File: src/rtl/rhc_pkg.sv
// Shared types and constants for the RGB to HSV pixel converter.
`timescale 1ns / 1ps

package rhc_pkg;

  localparam int unsigned ChanW        = 8;   // width of one colour channel
  localparam int unsigned QuotW        = 8;   // quotient bits, one divider stage each
  localparam int unsigned NumW         = 2 * ChanW;
  localparam int unsigned FifoDepthDef = 4;

  localparam logic [ChanW-1:0] HueGreenOff = 8'd60;
  localparam logic [ChanW-1:0] HueBlueOff  = 8'd120;
  localparam logic [ChanW-1:0] HueWrap     = 8'd180;

  // Which channel holds the maximum; red wins ties over green, green over blue
  typedef enum logic [1:0] {
    SectRed   = 2'd0,
    SectGreen = 2'd1,
    SectBlue  = 2'd2
  } sector_e;

  // Classified pixel handed from the front end to the divider back end
  typedef struct packed {
    logic [ChanW-1:0] value;    // channel maximum, saturation divisor
    logic [ChanW-1:0] delta;    // max - min, hue divisor
    logic [NumW-1:0]  sat_num;  // 255 * delta
    logic [NumW-1:0]  hue_num;  // 30 * |diff|
    logic             hue_neg;  // diff below zero
    sector_e          sector;
    logic             grey;     // max equals min
  } item_t;

endpackage

File: src/rtl/rhc_front.sv
// Front end: takes pixel transfers, finds max/min, sector and division operands.
`timescale 1ns / 1ps

module rhc_front (
  input  logic                clk_i,
  input  logic                rst_ni,
  input  logic                s_axis_tvalid_i,
  output logic                s_axis_tready_o,
  input  logic [23:0]         s_axis_tdata_i,   // blue, green, red
  output logic                item_valid_o,
  input  logic                item_ready_i,
  output rhc_pkg::item_t      item_o
);

  logic [rhc_pkg::ChanW-1:0] blue, green, red;
  logic [rhc_pkg::ChanW-1:0] mx, mn, pos_a, neg_a, mag;
  logic                      neg;
  rhc_pkg::item_t            item_d, item_q;
  logic                      valid_q;
  logic                      load;

  assign blue  = s_axis_tdata_i[7:0];
  assign green = s_axis_tdata_i[15:8];
  assign red   = s_axis_tdata_i[23:16];

  always_comb begin
    mx = red;
    if (green > mx) mx = green;
    if (blue > mx) mx = blue;
    mn = red;
    if (green < mn) mn = green;
    if (blue < mn) mn = blue;

    item_d.value = mx;
    item_d.delta = mx - mn;
    item_d.grey  = (mx == mn);

    // diff = pos_a - neg_a for the chosen sector
    if (mx == red) begin
      item_d.sector = rhc_pkg::SectRed;
      pos_a = green;
      neg_a = blue;
    end else if (mx == green) begin
      item_d.sector = rhc_pkg::SectGreen;
      pos_a = blue;
      neg_a = red;
    end else begin
      item_d.sector = rhc_pkg::SectBlue;
      pos_a = red;
      neg_a = green;
    end
    neg = (pos_a < neg_a);
    mag = neg ? (neg_a - pos_a) : (pos_a - neg_a);
    item_d.hue_neg = neg;

    // 255*d = (d << 8) - d ; 30*m = (m << 5) - (m << 1)
    item_d.sat_num = {item_d.delta, 8'd0} - {8'd0, item_d.delta};
    item_d.hue_num = {3'd0, mag, 5'd0} - {7'd0, mag, 1'b0};
  end

  assign s_axis_tready_o = !valid_q || item_ready_i;
  assign load            = s_axis_tvalid_i && s_axis_tready_o;

  always_ff @(posedge clk_i or negedge rst_ni) begin
    if (!rst_ni) begin
      valid_q <= 1'b0;
    end else if (s_axis_tready_o) begin
      valid_q <= s_axis_tvalid_i;
    end
  end

  always_ff @(posedge clk_i) begin
    if (load) begin
      item_q <= item_d;
    end
  end

  assign item_valid_o = valid_q;
  assign item_o       = item_q;

endmodule

File: src/rtl/rhc_fifo.sv
// Short queue of classified pixels between front end and back end.
`timescale 1ns / 1ps

module rhc_fifo #(
  parameter int unsigned Depth = rhc_pkg::FifoDepthDef
) (
  input  logic           clk_i,
  input  logic           rst_ni,
  input  logic           push_i,
  input  rhc_pkg::item_t item_i,
  output logic           full_o,
  input  logic           pop_i,
  output logic           empty_o,
  output rhc_pkg::item_t item_o
);

  localparam int unsigned AddrW = (Depth > 1) ? $clog2(Depth) : 1;
  localparam int unsigned CntW  = $clog2(Depth + 1);

  rhc_pkg::item_t   mem_q [Depth];
  logic [AddrW-1:0] wr_ptr_q, wr_ptr_d, rd_ptr_q, rd_ptr_d;
  logic [CntW-1:0]  cnt_q, cnt_d;
  logic             do_push, do_pop;

  assign full_o  = (cnt_q == CntW'(Depth));
  assign empty_o = (cnt_q == '0);
  assign do_push = push_i && !full_o;
  assign do_pop  = pop_i && !empty_o;
  assign item_o  = mem_q[rd_ptr_q];

  always_comb begin
    wr_ptr_d = wr_ptr_q;
    rd_ptr_d = rd_ptr_q;
    cnt_d    = cnt_q;
    if (do_push) begin
      wr_ptr_d = (wr_ptr_q == AddrW'(Depth - 1)) ? '0 : wr_ptr_q + AddrW'(1);
    end
    if (do_pop) begin
      rd_ptr_d = (rd_ptr_q == AddrW'(Depth - 1)) ? '0 : rd_ptr_q + AddrW'(1);
    end
    if (do_push && !do_pop) begin
      cnt_d = cnt_q + CntW'(1);
    end else if (do_pop && !do_push) begin
      cnt_d = cnt_q - CntW'(1);
    end
  end

  always_ff @(posedge clk_i or negedge rst_ni) begin
    if (!rst_ni) begin
      wr_ptr_q <= '0;
      rd_ptr_q <= '0;
      cnt_q    <= '0;
    end else begin
      wr_ptr_q <= wr_ptr_d;
      rd_ptr_q <= rd_ptr_d;
      cnt_q    <= cnt_d;
    end
  end

  always_ff @(posedge clk_i) begin
    if (do_push) begin
      mem_q[wr_ptr_q] <= item_i;
    end
  end

endmodule

File: src/rtl/rhc_back.sv
// Back end: pipelined restoring dividers, rounding, hue offset and output register.
`timescale 1ns / 1ps

module rhc_back (
  input  logic           clk_i,
  input  logic           rst_ni,
  input  logic           item_empty_i,
  input  rhc_pkg::item_t item_i,
  output logic           item_pop_o,
  output logic           m_axis_tvalid_o,
  input  logic           m_axis_tready_i,
  output logic [23:0]    m_axis_tdata_o   // hue, saturation, value
);

  localparam int unsigned QW = rhc_pkg::QuotW;
  localparam int unsigned CW = rhc_pkg::ChanW;

  // One quotient bit: shift the next numerator bit in, subtract if it fits
  function automatic logic [CW:0] div_step(input logic [CW-1:0] rem,
                                           input logic          nbit,
                                           input logic [CW-1:0] den);
    logic [CW:0] trial;
    logic [CW:0] diff;
    trial = {rem, nbit};
    diff  = trial - {1'b0, den};
    if (trial >= {1'b0, den}) begin
      div_step = {1'b1, diff[CW-1:0]};
    end else begin
      div_step = {1'b0, trial[CW-1:0]};
    end
  endfunction

  logic                adv;
  logic [QW-1:0]       st_valid_q, st_valid_d;
  rhc_pkg::item_t      st_item_q  [QW];
  rhc_pkg::item_t      st_item_d  [QW];
  logic [CW-1:0]       sat_rem_q  [QW];
  logic [CW-1:0]       sat_rem_d  [QW];
  logic [QW-1:0]       sat_quo_q  [QW];
  logic [QW-1:0]       sat_quo_d  [QW];
  logic [CW-1:0]       hue_rem_q  [QW];
  logic [CW-1:0]       hue_rem_d  [QW];
  logic [QW-1:0]       hue_quo_q  [QW];
  logic [QW-1:0]       hue_quo_d  [QW];

  logic                out_valid_q;
  logic [23:0]         out_data_q, out_data_d;

  // Whole back end moves together whenever the output register is free
  assign adv        = !out_valid_q || m_axis_tready_i;
  assign item_pop_o = adv && !item_empty_i;

  always_comb begin
    logic [CW-1:0]      s_rem, h_rem;
    logic [QW-1:0]      s_quo, h_quo;
    logic [CW:0]        s_res, h_res;
    rhc_pkg::item_t     it;
    for (int k = 0; k < QW; k++) begin
      if (k == 0) begin
        it                = item_i;
        st_valid_d[k]     = !item_empty_i;
        s_rem             = item_i.sat_num[rhc_pkg::NumW-1:QW];
        h_rem             = item_i.hue_num[rhc_pkg::NumW-1:QW];
        s_quo             = '0;
        h_quo             = '0;
      end else begin
        it                = st_item_q[k-1];
        st_valid_d[k]     = st_valid_q[k-1];
        s_rem             = sat_rem_q[k-1];
        h_rem             = hue_rem_q[k-1];
        s_quo             = sat_quo_q[k-1];
        h_quo             = hue_quo_q[k-1];
      end
      s_res = div_step(s_rem, it.sat_num[QW-1-k], it.value);
      h_res = div_step(h_rem, it.hue_num[QW-1-k], it.delta);
      s_quo[QW-1-k] = s_res[CW];
      h_quo[QW-1-k] = h_res[CW];
      st_item_d[k]  = it;
      sat_rem_d[k]  = s_res[CW-1:0];
      hue_rem_d[k]  = h_res[CW-1:0];
      sat_quo_d[k]  = s_quo;
      hue_quo_d[k]  = h_quo;
    end
  end

  // Round to nearest, ties to even, then place hue in its sector; grey pixels get zero hue and saturation
  always_comb begin
    rhc_pkg::item_t  it;
    logic [CW:0]     s_twice, h_twice;
    logic            s_up, h_up;
    logic [CW-1:0]   sat, hq, off, hue;
    it      = st_item_q[QW-1];
    s_twice = {sat_rem_q[QW-1], 1'b0};
    h_twice = {hue_rem_q[QW-1], 1'b0};
    s_up    = (s_twice > {1'b0, it.value}) ||
              ((s_twice == {1'b0, it.value}) && sat_quo_q[QW-1][0]);
    h_up    = (h_twice > {1'b0, it.delta}) ||
              ((h_twice == {1'b0, it.delta}) && hue_quo_q[QW-1][0]);
    sat     = sat_quo_q[QW-1] + {{(CW-1){1'b0}}, s_up};
    hq      = hue_quo_q[QW-1] + {{(CW-1){1'b0}}, h_up};
    unique case (it.sector)
      rhc_pkg::SectRed:   off = '0;
      rhc_pkg::SectGreen: off = rhc_pkg::HueGreenOff;
      rhc_pkg::SectBlue:  off = rhc_pkg::HueBlueOff;
      default:            off = '0;
    endcase
    if (!it.hue_neg) begin
      hue = off + hq;
    end else if (it.sector == rhc_pkg::SectRed) begin
      // negative red-sector hue wraps round the circle
      hue = (hq == '0) ? '0 : rhc_pkg::HueWrap - hq;
    end else begin
      hue = off - hq;
    end
    if (it.grey) begin
      hue = '0;
      sat = '0;
    end
    out_data_d = {it.value, sat, hue};
  end

  always_ff @(posedge clk_i or negedge rst_ni) begin
    if (!rst_ni) begin
      st_valid_q  <= '0;
      out_valid_q <= 1'b0;
    end else if (adv) begin
      st_valid_q  <= st_valid_d;
      out_valid_q <= st_valid_q[QW-1];
    end
  end

  always_ff @(posedge clk_i) begin
    if (adv) begin
      for (int k = 0; k < QW; k++) begin
        st_item_q[k] <= st_item_d[k];
        sat_rem_q[k] <= sat_rem_d[k];
        sat_quo_q[k] <= sat_quo_d[k];
        hue_rem_q[k] <= hue_rem_d[k];
        hue_quo_q[k] <= hue_quo_d[k];
      end
      out_data_q <= out_data_d;
    end
  end

  assign m_axis_tvalid_o = out_valid_q;
  assign m_axis_tdata_o  = out_data_q;

endmodule

File: src/rtl/rgb_to_hsv_pixel_converter.sv
// Top level of the 8-bit RGB to HSV pixel converter.
`timescale 1ns / 1ps
// A pixel passes the front register, the queue, the 8-stage divider pipeline and the output register.
// Throughput: one pixel per cycle while the output does not stall (one quotient bit a divider stage).
// The queue between front and back end holds FifoDepth pixels, so a short output
// stall does not stop the input side at once.
// Reset (rst_ni, async, active low) empties the front register, queue and pipeline.

module rgb_to_hsv_pixel_converter #(
  parameter int unsigned FifoDepth = rhc_pkg::FifoDepthDef
) (
  input  logic        clk_i,
  input  logic        rst_ni,
  // pixel input
  input  logic        s_axis_tvalid_i,
  output logic        s_axis_tready_o,
  input  logic [23:0] s_axis_tdata_i,   // [7:0] blue, [15:8] green, [23:16] red
  // HSV output
  output logic        m_axis_tvalid_o,
  input  logic        m_axis_tready_i,
  output logic [23:0] m_axis_tdata_o    // [7:0] hue, [15:8] saturation, [23:16] value
);

  // Front end: max/min, sector choice, numerators 255*delta and 30*|diff|
  rhc_pkg::item_t front_item, fifo_item;
  logic           front_valid, fifo_full, fifo_empty, fifo_pop;

  rhc_front u_front (
    .clk_i           (clk_i),
    .rst_ni          (rst_ni),
    .s_axis_tvalid_i (s_axis_tvalid_i),
    .s_axis_tready_o (s_axis_tready_o),
    .s_axis_tdata_i  (s_axis_tdata_i),
    .item_valid_o    (front_valid),
    .item_ready_i    (!fifo_full),
    .item_o          (front_item)
  );

  // Queue decouples the two halves so each can stall on its own
  rhc_fifo #(
    .Depth (FifoDepth)
  ) u_fifo (
    .clk_i   (clk_i),
    .rst_ni  (rst_ni),
    .push_i  (front_valid),
    .item_i  (front_item),
    .full_o  (fifo_full),
    .pop_i   (fifo_pop),
    .empty_o (fifo_empty),
    .item_o  (fifo_item)
  );

  // Back end: both divisions side by side, rounding, hue offset, output register
  rhc_back u_back (
    .clk_i           (clk_i),
    .rst_ni          (rst_ni),
    .item_empty_i    (fifo_empty),
    .item_i          (fifo_item),
    .item_pop_o      (fifo_pop),
    .m_axis_tvalid_o (m_axis_tvalid_o),
    .m_axis_tready_i (m_axis_tready_i),
    .m_axis_tdata_o  (m_axis_tdata_o)
  );

endmodule

File: config.mk
export PLATFORM = sky130hd
export DESIGN_NAME = rgb_to_hsv_pixel_converter
export DESIGN_NICKNAME = d
export VERILOG_FILES = /design/src/rtl/rhc_pkg.sv /design/src/rtl/rhc_front.sv /design/src/rtl/rhc_fifo.sv /design/src/rtl/rhc_back.sv /design/src/rtl/rgb_to_hsv_pixel_converter.sv
export SDC_FILE = /design/constraint.sdc
export NUM_CORES = 1
export LEC_CHECK = 0
export BUFFER_PORTS_ARGS = -buffer_cell sky130_fd_sc_hd__buf_2
export CAP_MARGIN = 20
export CORE_MARGIN = 2
export CORE_UTILIZATION = 36
export DETAILED_ROUTE_END_ITERATION = 6
export GPL_ROUTABILITY_DRIVEN = 0
export SETUP_SLACK_MARGIN = 0.05
export SLEW_MARGIN = 5
export SYNTH_ARGS = -nofsm -noshare
export SYNTH_HDL_FRONTEND = slang
export SYNTH_SLANG_ARGS = --single-unit
File: constraint.sdc
create_clock -name clk_i -period 43.1 [get_ports clk_i]
set_input_delay 6.465 -clock clk_i [delete_from_list [all_inputs] [get_ports clk_i]]
set_output_delay 6.465 -clock clk_i [all_outputs]
set_load 0.005 [all_outputs]
== Word level (Yosys, flattened, before mapping) ==
Memory sizes are Yosys's and may differ from the RTL's.
Index checks and enable logic that the tools add are counted.
Storage, ports and cells
  memories: 6
  register bits: 93
  memory bits (writable): 880
  bits of input ports: 28
  output and inout bits: 26
  word-level logic and storage cells: 144
Cells by class
  $lt $le $gt $ge: 23
  equality and inequality tests: 10
  reductions and logical operators: 22
  add/subtract/negate cells: 30
  mux-type cells: 38
Memory list
  u_back.st_item_q: words 8, width 52, read ports 8, clocked after Yosys merged registers in 0, write ports 8, line rhc_back.sv:35  | rhc_pkg::item_t st_item_q [QW];
  u_fifo.mem_q: words 4, width 52, read ports 1, clocked after Yosys merged registers in 0, write ports 1, line rhc_fifo.sv:20  | rhc_pkg::item_t mem_q [Depth];
  u_back.hue_quo_q: words 8, width 8, read ports 8, clocked after Yosys merged registers in 0, write ports 8, line rhc_back.sv:43  | logic [QW-1:0] hue_quo_q [QW];
  u_back.hue_rem_q: words 8, width 8, read ports 8, clocked after Yosys merged registers in 0, write ports 8, line rhc_back.sv:41  | logic [CW-1:0] hue_rem_q [QW];
  u_back.sat_quo_q: words 8, width 8, read ports 8, clocked after Yosys merged registers in 0, write ports 8, line rhc_back.sv:39  | logic [QW-1:0] sat_quo_q [QW];
  u_back.sat_rem_q: words 8, width 8, read ports 8, clocked after Yosys merged registers in 0, write ports 8, line rhc_back.sv:37  | logic [CW-1:0] sat_rem_q [QW];
Operators with widths (number)
  subtractor 8 bit: 19
  greater-or-equal comparator 9 x 8 -> 1 bit: 16
  2-to-1 mux 9 bit: 16
  2-to-1 mux 8 bit: 12
  equality test 8 bit: 3
  < comparator 8 bit: 3
  equality test 9 x 8 -> 1 bit: 2
  > comparator 9 x 8 -> 1 bit: 2
  adder 8 x 1 -> 8 bit: 2
  > comparator 8 bit: 2
  subtractor 16 x 8 -> 16 bit: 1
  case mux 7 bit (2 select lines): 1
  subtractor 13 x 9 -> 14 bit: 1
  adder 7 x 8 -> 8 bit: 1
  logical AND 1 bit: 8
  logical NOT 8 bit: 1
  subtractor 7 x 8 -> 8 bit: 1
  subtractor 8 bit, first input constant: 1
  equality test 2 bit, second input constant: 3
  logical NOT 1 bit: 6
  2-to-1 mux 2 bit: 3
  2-to-1 mux 3 bit: 2
  adder 2 x 1 -> 2 bit, second input constant: 2
  logical OR 1 bit: 4
  other kinds (8): 11

== Logic depth before layout (Yosys ltp) ==
Gate-level depths: netlist of the first run.
  depth in word-level cells: 10
  gate-level depth with buffers: 41
  gate-level depth less buffers: 35

== Hierarchy ==
A second synthesis of the first run with hierarchy kept.
Second synthesis, totals
  cell total of the unflattened synthesis: 2501
  area total of the unflattened synthesis: 35569.1 µm²
By module, submodules not included
  rhc_back: instances 1, seq. area each 13437.9 µm², cells each 1641, area each 22177.5 µm²
  rhc_fifo: instances 1, seq. area each 6421.2 µm², cells each 309, area each 7945.1 µm²
  rhc_front: instances 1, seq. area each 1466.4 µm², cells each 550, area each 5442.7 µm²
  rgb_to_hsv_pixel_converter: instances 1, seq. area each 0.0 µm², cells each 1, area each 3.8 µm²

== Worst setup path after synthesis of the first run ==
Ideal clock, no wire load.
  path type: input port to flip-flop
  start point: input m_axis_tready_i
  end point: register u_back.st_valid_q[1]
  setup time: 0.130 ns
  data arrival time: 19.940 ns
  path slack: 23.029 ns
  buffers on the path: 1
  stages: 3
  required time: 42.970 ns
  cells stage by stage: nand2b_1 -> clkbuf_1 -> mux2_2
Between the ends
  longest elaborated chain between the ends: 1
RTL lines
  start, declared: line rgb_to_hsv_pixel_converter.sv:20  | input logic m_axis_tready_i,
  logical OR 1 bit: line rhc_back.sv:50  | assign adv = !out_valid_q || m_axis_tready_i;
  end signal, assigned: line rhc_back.sv:127  | st_valid_q <= st_valid_d;
  end, declared: line rhc_back.sv:34  | logic [QW-1:0] st_valid_q, st_valid_d;
No other way between the ends.
A chain may end at the register's enable or synchronous reset.

==> flow_summary.ini, run 1 <==
[die]
core_area_sq_um = 90400
die_area_sq_um = 94000
die_w_microns = 307
start_util_pct = 36.5
io_pins = 54
num_rows = 110
fp.dieH_microns = 307

[global_route]
grt_pass1_wl_microns = 94700
grt_overflow_total = 0
track_usage_pct = 12.2
grt_antenna_before_repair = 0
grt_start_max_net_pins = 84
grt_pass1_vias = 19612

[worst_setup_path]
cp.required_ns = 43.42
setup.worst_path.end_class = flop
worstRegToRegCells = 28
cp-start-kind = input port
r2r_end = u_back.m_axis_tdata_o[7]$_SDFFCE_PP0N_
worstSetupPathType = input port to flop
slowest_delay_ns = 0.78
r2r-start = u_back.st_item_q[1][193]$_DFFE_PN_
critPathMaxFanout = 31
cpMaxStageDelayCell = nor2_1
cp_top_family = simple AND/OR/NAND/NOR gates
crit_top_cell = a211oi_1
rrSetupSlack_ns = 38.08
cp.arrival_ns = 15.65
path_buf_inv = 6

[hold_path]
hold_end = u_back.st_item_q[0][162]$_DFFE_PN_
worstHoldStart = u_back.st_item_q[0][110]$_DFFE_PN_
min_path_type = flop to flop
holdPathStages = 0

[layout]
drive_gt1_share_pct = 9.45
nets = 2830
final_cell_area_sq_um = 36900
fillerInstances = 8167
stdcell_count = 3801
diodes = 0
area_growth_pct = 12.1

[sta]
slew_headroom_pct = 32.5
finalHoldViolCount = 0
worst_pin_slew_ns = 1.01
fin_worst_skew_ns = 0.0200
setup_violations = 0
fmax_ghz = 0.0652
min_period_ns = 15.33
rsz0062_at_grt = false
finalSetupTns_ns = 0
slew_viol_final = 0
finalCritPeriodShare_pct = 35.6

[route]
num_vias = 18771
drc = 0
routed_via_density = 4.94
drtIter0Drc = 1207
post_drt_wl_per_cell_microns = 14.9
first_pass_iters = 6
totalWireLength_microns = 56500
drt.antenna.violating_nets = 0

[logic_synthesis]
synth.distinct_cells = 68
synth_cells = 2478
synth_compound_area_share_pct = 8.22
synthMuxAreaShare_pct = 4.87
synth.ff_latch_count = 683
synth-async-reset-ratio_pct = 2.49
yosysWarnings = 0
synth_top_family_by_area = adder cells
synth_flop_cell = edfxtp_1
syn_area_sq_um = 33000
yosysSeqAreaShare_pct = 62.0
synth-xor-area-share_pct = 3.31
synth_edf_count = 666
synth-simple-area-share_pct = 8.35
syn_nets = 2743
netlist.area_leader.share_pct = 60.7
syn_avg_cell_area_sq_um = 13.3
synthAdderAreaFrac_pct = 9.50
yosys.area.top_type = edfxtp_1
ys_top_cells_by_area = edfxtp_1 (61%), ha_1 (8.2%), inv_1 (3.1%), mux4_2 (3.1%), o21ai_0 (3.0%)

[place]
dp_cells = 3665
dpl.hpwl_microns = 39700
io_buffers = 53
placed_area_sq_um = 34600

[clock_network]
cts_tree = built
htreeDepth = 3
clockBufferDepth = 3
clk_latency_ns = 0.60
clk_pin_slew_ns = 0.06
cts_setup_buffers = 0
cts_resized = 0
cts_buffers = 73
cts_sinks = 683
postCtsHoldBufs = 0
cts-root-buf = clkbuf_16

[run]
cap_viol_max_count = 0

[outcome]
run_status = finished clean
-- cell usage after synthesis, types with 9 or more instances --
library cell	instances
clkbuf_1	42
nand3_1	29
inv_1	272
and2_1	28
dfrtp_1	17
a211oi_1	10
nand2_1	155
nand2b_1	47
edfxtp_1	666
o21ai_0	200
mux4_2	45
ha_1	216
nor2b_1	58
buf_1	9
a21o_1	41
nor2_1	138
o31ai_1	34
fa_1	21
nor3_1	13
a21oi_1	84
a21boi_0	16
mux2_2	21
mux2i_1	34
nand4_1	40
and3_1	10
o211a_1	14
or4_1	16
xor2_1	63
xnor2_1	59
-- kinds of logic (layout without fill, tap and decap cells) --
group | after synthesis | in the layout
muxes | 101 | 101
and+or+nand+nor | 558 | 558
adders and majority gates | 238 | 238
buffers and inverters | 329 | 476
xor gates and xnor gates | 123 | 123
AOI/OAI and AO/OA | 446 | 446
DFF | 683 | 683
-- layout by cell type, fill, tap and decap left out, drive strengths merged, types with 7 or more instances in the layout --
cell type | synthesis | routed
a211oi | 13 | 13
a21boi | 17 | 17
a21o | 41 | 41
a21oi | 84 | 84
and2 | 28 | 28
and3 | 10 | 10
buf | 14 | 67
bufinv | 0 | 7
clkbuf | 42 | 92
clkinv | 0 | 32
dfrtp | 17 | 17
edfxtp | 666 | 666
fa | 21 | 21
ha | 216 | 216
inv | 273 | 277
mux2 | 22 | 22
mux2i | 34 | 34
mux4 | 45 | 45
nand2 | 155 | 155
nand2b | 47 | 47
nand3 | 29 | 29
nand4 | 40 | 40
nor2 | 138 | 138
nor2b | 58 | 58
nor3 | 13 | 13
o211a | 14 | 14
o21ai | 201 | 201
o21bai | 8 | 8
o31ai | 34 | 34
or4 | 16 | 16
xnor2 | 59 | 59
xor2 | 63 | 63
-- how the worst max path moves through the flow --
stage | startpoint | to | cells past startpoint
after detailed placement | s_axis_tdata_i[23] | u_front.item_o[13]$_DFFE_PP_ | 35
after floorplan | m_axis_tready_i | u_back.st_valid_q[1]$_DFFE_PN0N_ | 3
after global routing | s_axis_tdata_i[23] | u_front.item_o[13]$_DFFE_PP_ | 34
after global placement | s_axis_tdata_i[17] | u_front.item_o[15]$_DFFE_PP_ | 35
after CTS | s_axis_tdata_i[23] | u_front.item_o[13]$_DFFE_PP_ | 35
final | s_axis_tdata_i[23] | u_front.item_o[13]$_DFFE_PP_ | 36
-- layout make-up --
type	count	area, sq um	share of cell area, %
Clock buffer	91	1920	5.18
Clock inverter	44	420	1.14
Inverter	273	1020	2.77
Multi-Input combinational cell	1466	11300	30.6
Sequential cell	683	20400	55.3
Tap cell	1176	1470	3.98
Timing Repair Buffer	68	375	1.02
-- worst reg2reg max path, delay by kind of cell, from the launching register on --
| kind | cells | cell delay [ns] |
|---|---|---|
| AOI/OAI and AO/OA | 11 | 1.80 |
| adders and majority gates | 4 | 1.04 |
| and+or+nand+nor | 8 | 0.76 |
| xor gates and xnor gates | 2 | 0.58 |
| DFF | 1 | 0.36 |
| buffers and inverters | 3 | 0.24 |
-- sequential cells by signal (all words and copies together) (netlist names), 2 cells and up --
signal	count
u_front.item_o	48
u_back.sat_rem_q	64
u_fifo.wr_ptr_q	2
u_back.st_item_q	202
u_fifo.cnt_q	3
u_back.m_axis_tdata_o	24
u_back.hue_rem_q	64
u_fifo.rd_ptr_q	2
u_back.hue_quo_q	36
u_back.sat_quo_q	36
u_back.st_valid_q	8
u_fifo.mem_q	192
-- through the flow --
| stage | hold WS, ns | setup WS (ns) | util, % |
|---|---|---|---|
| 2_1_floorplan | 0.400 | 23.03 | - |
| 3_3_place_gp | 0.402 | 27.65 | 38.3 |
| 3_5_place_dp | 0.405 | 27.06 | 38.3 |
| 4_1_cts | 0.414 | 27.69 | 40.9 |
| 5_1_grt | 0.423 | 27.29 | 40.9 |
| 6_report | 0.415 | 27.77 | 40.9 |
-- per-layer routing --
| metal | track usage (%) | part of all wire (%) |
|---|---|---|
| met5 | 0 | 0 |
| met4 | 5.24 | 3.5 |
| met3 | 1.92 | 3.8 |
| met2 | 21.9 | 50 |
| met1 | 14.3 | 42 |
Power of run 1 is not shown: default switching activity piles up to over one toggle a cycle in this logic, so the estimate is an artifact.
==> run 2, diff against run 1 <==
==> constraint.sdc (replaced) <==
create_clock -name clk_i -period 13.4 [get_ports clk_i]
set_input_delay 2.01 -clock clk_i [delete_from_list [all_inputs] [get_ports clk_i]]
set_output_delay 2.01 -clock clk_i [all_outputs]
set_load 0.005 [all_outputs]
==> flow_summary.ini, run 2 (synthesis gave the netlist of run 1 again) <==
[worst_setup_path]
cp-start-kind = input port
cpMaxStageDelayCell = nor2_1
worstSetupPathType = input port to flop
critPathMaxFanout = 31
cp.arrival_ns = 11.24
cp.required_ns = 13.71
slowest_delay_ns = 0.77
setup.worst_path.end_class = flop

[die]
fp.dieH_microns = 307
core_area_sq_um = 90400
die_area_sq_um = 94000
io_pins = 54
num_rows = 110
die_w_microns = 307
start_util_pct = 36.5

[layout]
layout_commonest_cell = edfxtp_1
top_regs = u_back.st_item_q: 202 flops, u_fifo.mem_q: 192 flops
drive_gt1_share_pct = 9.17
final_cell_mix = edfxtp_1 (666), inv_1 (272), ha_1 (216)
largest_reg_flops = 202
final_cell_area_sq_um = 36800
diodes = 0
area_growth_pct = 11.7
largest-register = u_back.st_item_q
stdcell_count = 3792
nets = 2829

[hold_path]
min_path_type = flop to flop

[sta]
slew_viol_final = 0
fin_worst_skew_ns = 0.0260
finalHoldViolCount = 0
fin_ws_ns = 2.47
slew_headroom_pct = 33.1
finalCritPeriodShare_pct = 81.5
rsz0062_at_grt = false
min_period_ns = 10.93
fmax_ghz = 0.0915
worst_pin_slew_ns = 1.00
finalSetupTns_ns = 0
setup_violations = 0

[clock_network]
clockBufferDepth = 3
postCtsHoldBufs = 0
cts_setup_buffers = 0
cts_buffers = 72
cts_sinks = 683
htreeDepth = 3
cts_resized = 0
clk_pin_slew_ns = 0.06
clk_latency_ns = 0.60
cts_tree = built
cts-root-buf = clkbuf_16

[route]
routed_via_density = 4.95
drt.antenna.violating_nets = 0
num_vias = 18771
post_drt_wl_per_cell_microns = 14.9
drtIter0Drc = 1253
totalWireLength_microns = 56400
first_pass_iters = 6
drc = 0

[global_route]
grt_start_max_net_pins = 84
track_usage_pct = 12.1
grt_pass1_wl_microns = 94400
grt_antenna_before_repair = 0
grt_pass1_vias = 19338
grt_overflow_total = 0

[place]
placed_area_sq_um = 34600
place_ws_ns = 1.77
dpl.hpwl_microns = 39200
io_buffers = 53
dp_cells = 3665

[run]
cap_viol_max_count = 0

[outcome]
run_status = finished clean
## run 2: cell types whose count changed in the layout (fill, tap and decap cells not counted), sizes merged
| cell | change |
|---|---|
| bufinv | -4 |
| buf | +1 |
| clkinvlp | -1 |
| clkbuf | +2 |
| clkinv | -5 |
| inv | -2 |
## run 2: final timing paths
| kind | from | endpoint | slack, ns | depth (start not counted) |
|---|---|---|---|---|
| max in group asynchronous | rst_ni | u_fifo.rd_ptr_q[0]$_DFFE_PN0P_ | 11.78 | 1 |
| max reg2reg | u_back.st_item_q[1][193]$_DFFE_PN_ | u_back.m_axis_tdata_o[7]$_SDFFCE_PP0N_ | 8.47 | 28 |
| min | u_back.st_item_q[0][0]$_DFFE_PN_ | u_back.st_item_q[0][52]$_DFFE_PN_ | 0.41 | 0 |
| min reg2reg | u_back.st_item_q[0][0]$_DFFE_PN_ | u_back.st_item_q[0][52]$_DFFE_PN_ | 0.41 | 0 |
| max | s_axis_tdata_i[17] | u_front.item_o[13]$_DFFE_PP_ | 2.47 | 37 |
| min in group asynchronous | rst_ni | u_back.st_valid_q[1]$_DFFE_PN0N_ | 1.32 | 1 |
## run 2: final cells by class
class | count | area (sq um)
Fill cell | 8140 | 53600
Sequential cell | 683 | 20400
Multi-Input combinational cell | 1466 | 11300
Clock buffer | 94 | 1930
Tap cell | 1176 | 1470
Inverter | 273 | 1020
Timing Repair Buffer | 68 | 375
Clock inverter | 32 | 267
## run 2: metal layers
| metal | up-vias | part of all wire [%] | wire length, microns | track usage, % |
|---|---|---|---|---|
| met5 | - | 0 | 0 | 0 |
| met1 | 9013 | 42 | 23900 | 14.3 |
| met4 | 0 | 3.5 | 1950 | 5.26 |
| li1 | 9234 | - | - | - |
| met3 | 133 | 3.9 | 2200 | 1.94 |
| met2 | 391 | 50 | 28400 | 21.8 |
## run 2: worst max-delay path: cells and delay by family
| family | cells | cell delay, ns |
|---|---|---|
| AO/OA/AOI/OAI | 13 | 3.00 |
| XOR/XNOR | 1 | 0.41 |
| adder cells (fa/ha/maj) | 4 | 1.36 |
| buffers and inverters | 7 | 1.17 |
| multiplexers | 3 | 0.85 |
| AND/OR/NAND/NOR | 9 | 2.44 |
## run 2: through the flow
| step | utilization, % | hold WS, ns |
|---|---|---|
| global route | 40.7 | 0.407 |
| global placement | 38.3 | 0.401 |
| floorplan | - | 0.400 |
| CTS | 40.7 | 0.401 |
| detailed placement | 38.3 | 0.405 |
| finish | 40.7 | 0.411 |
Power of run 2 is left out for the same reason.
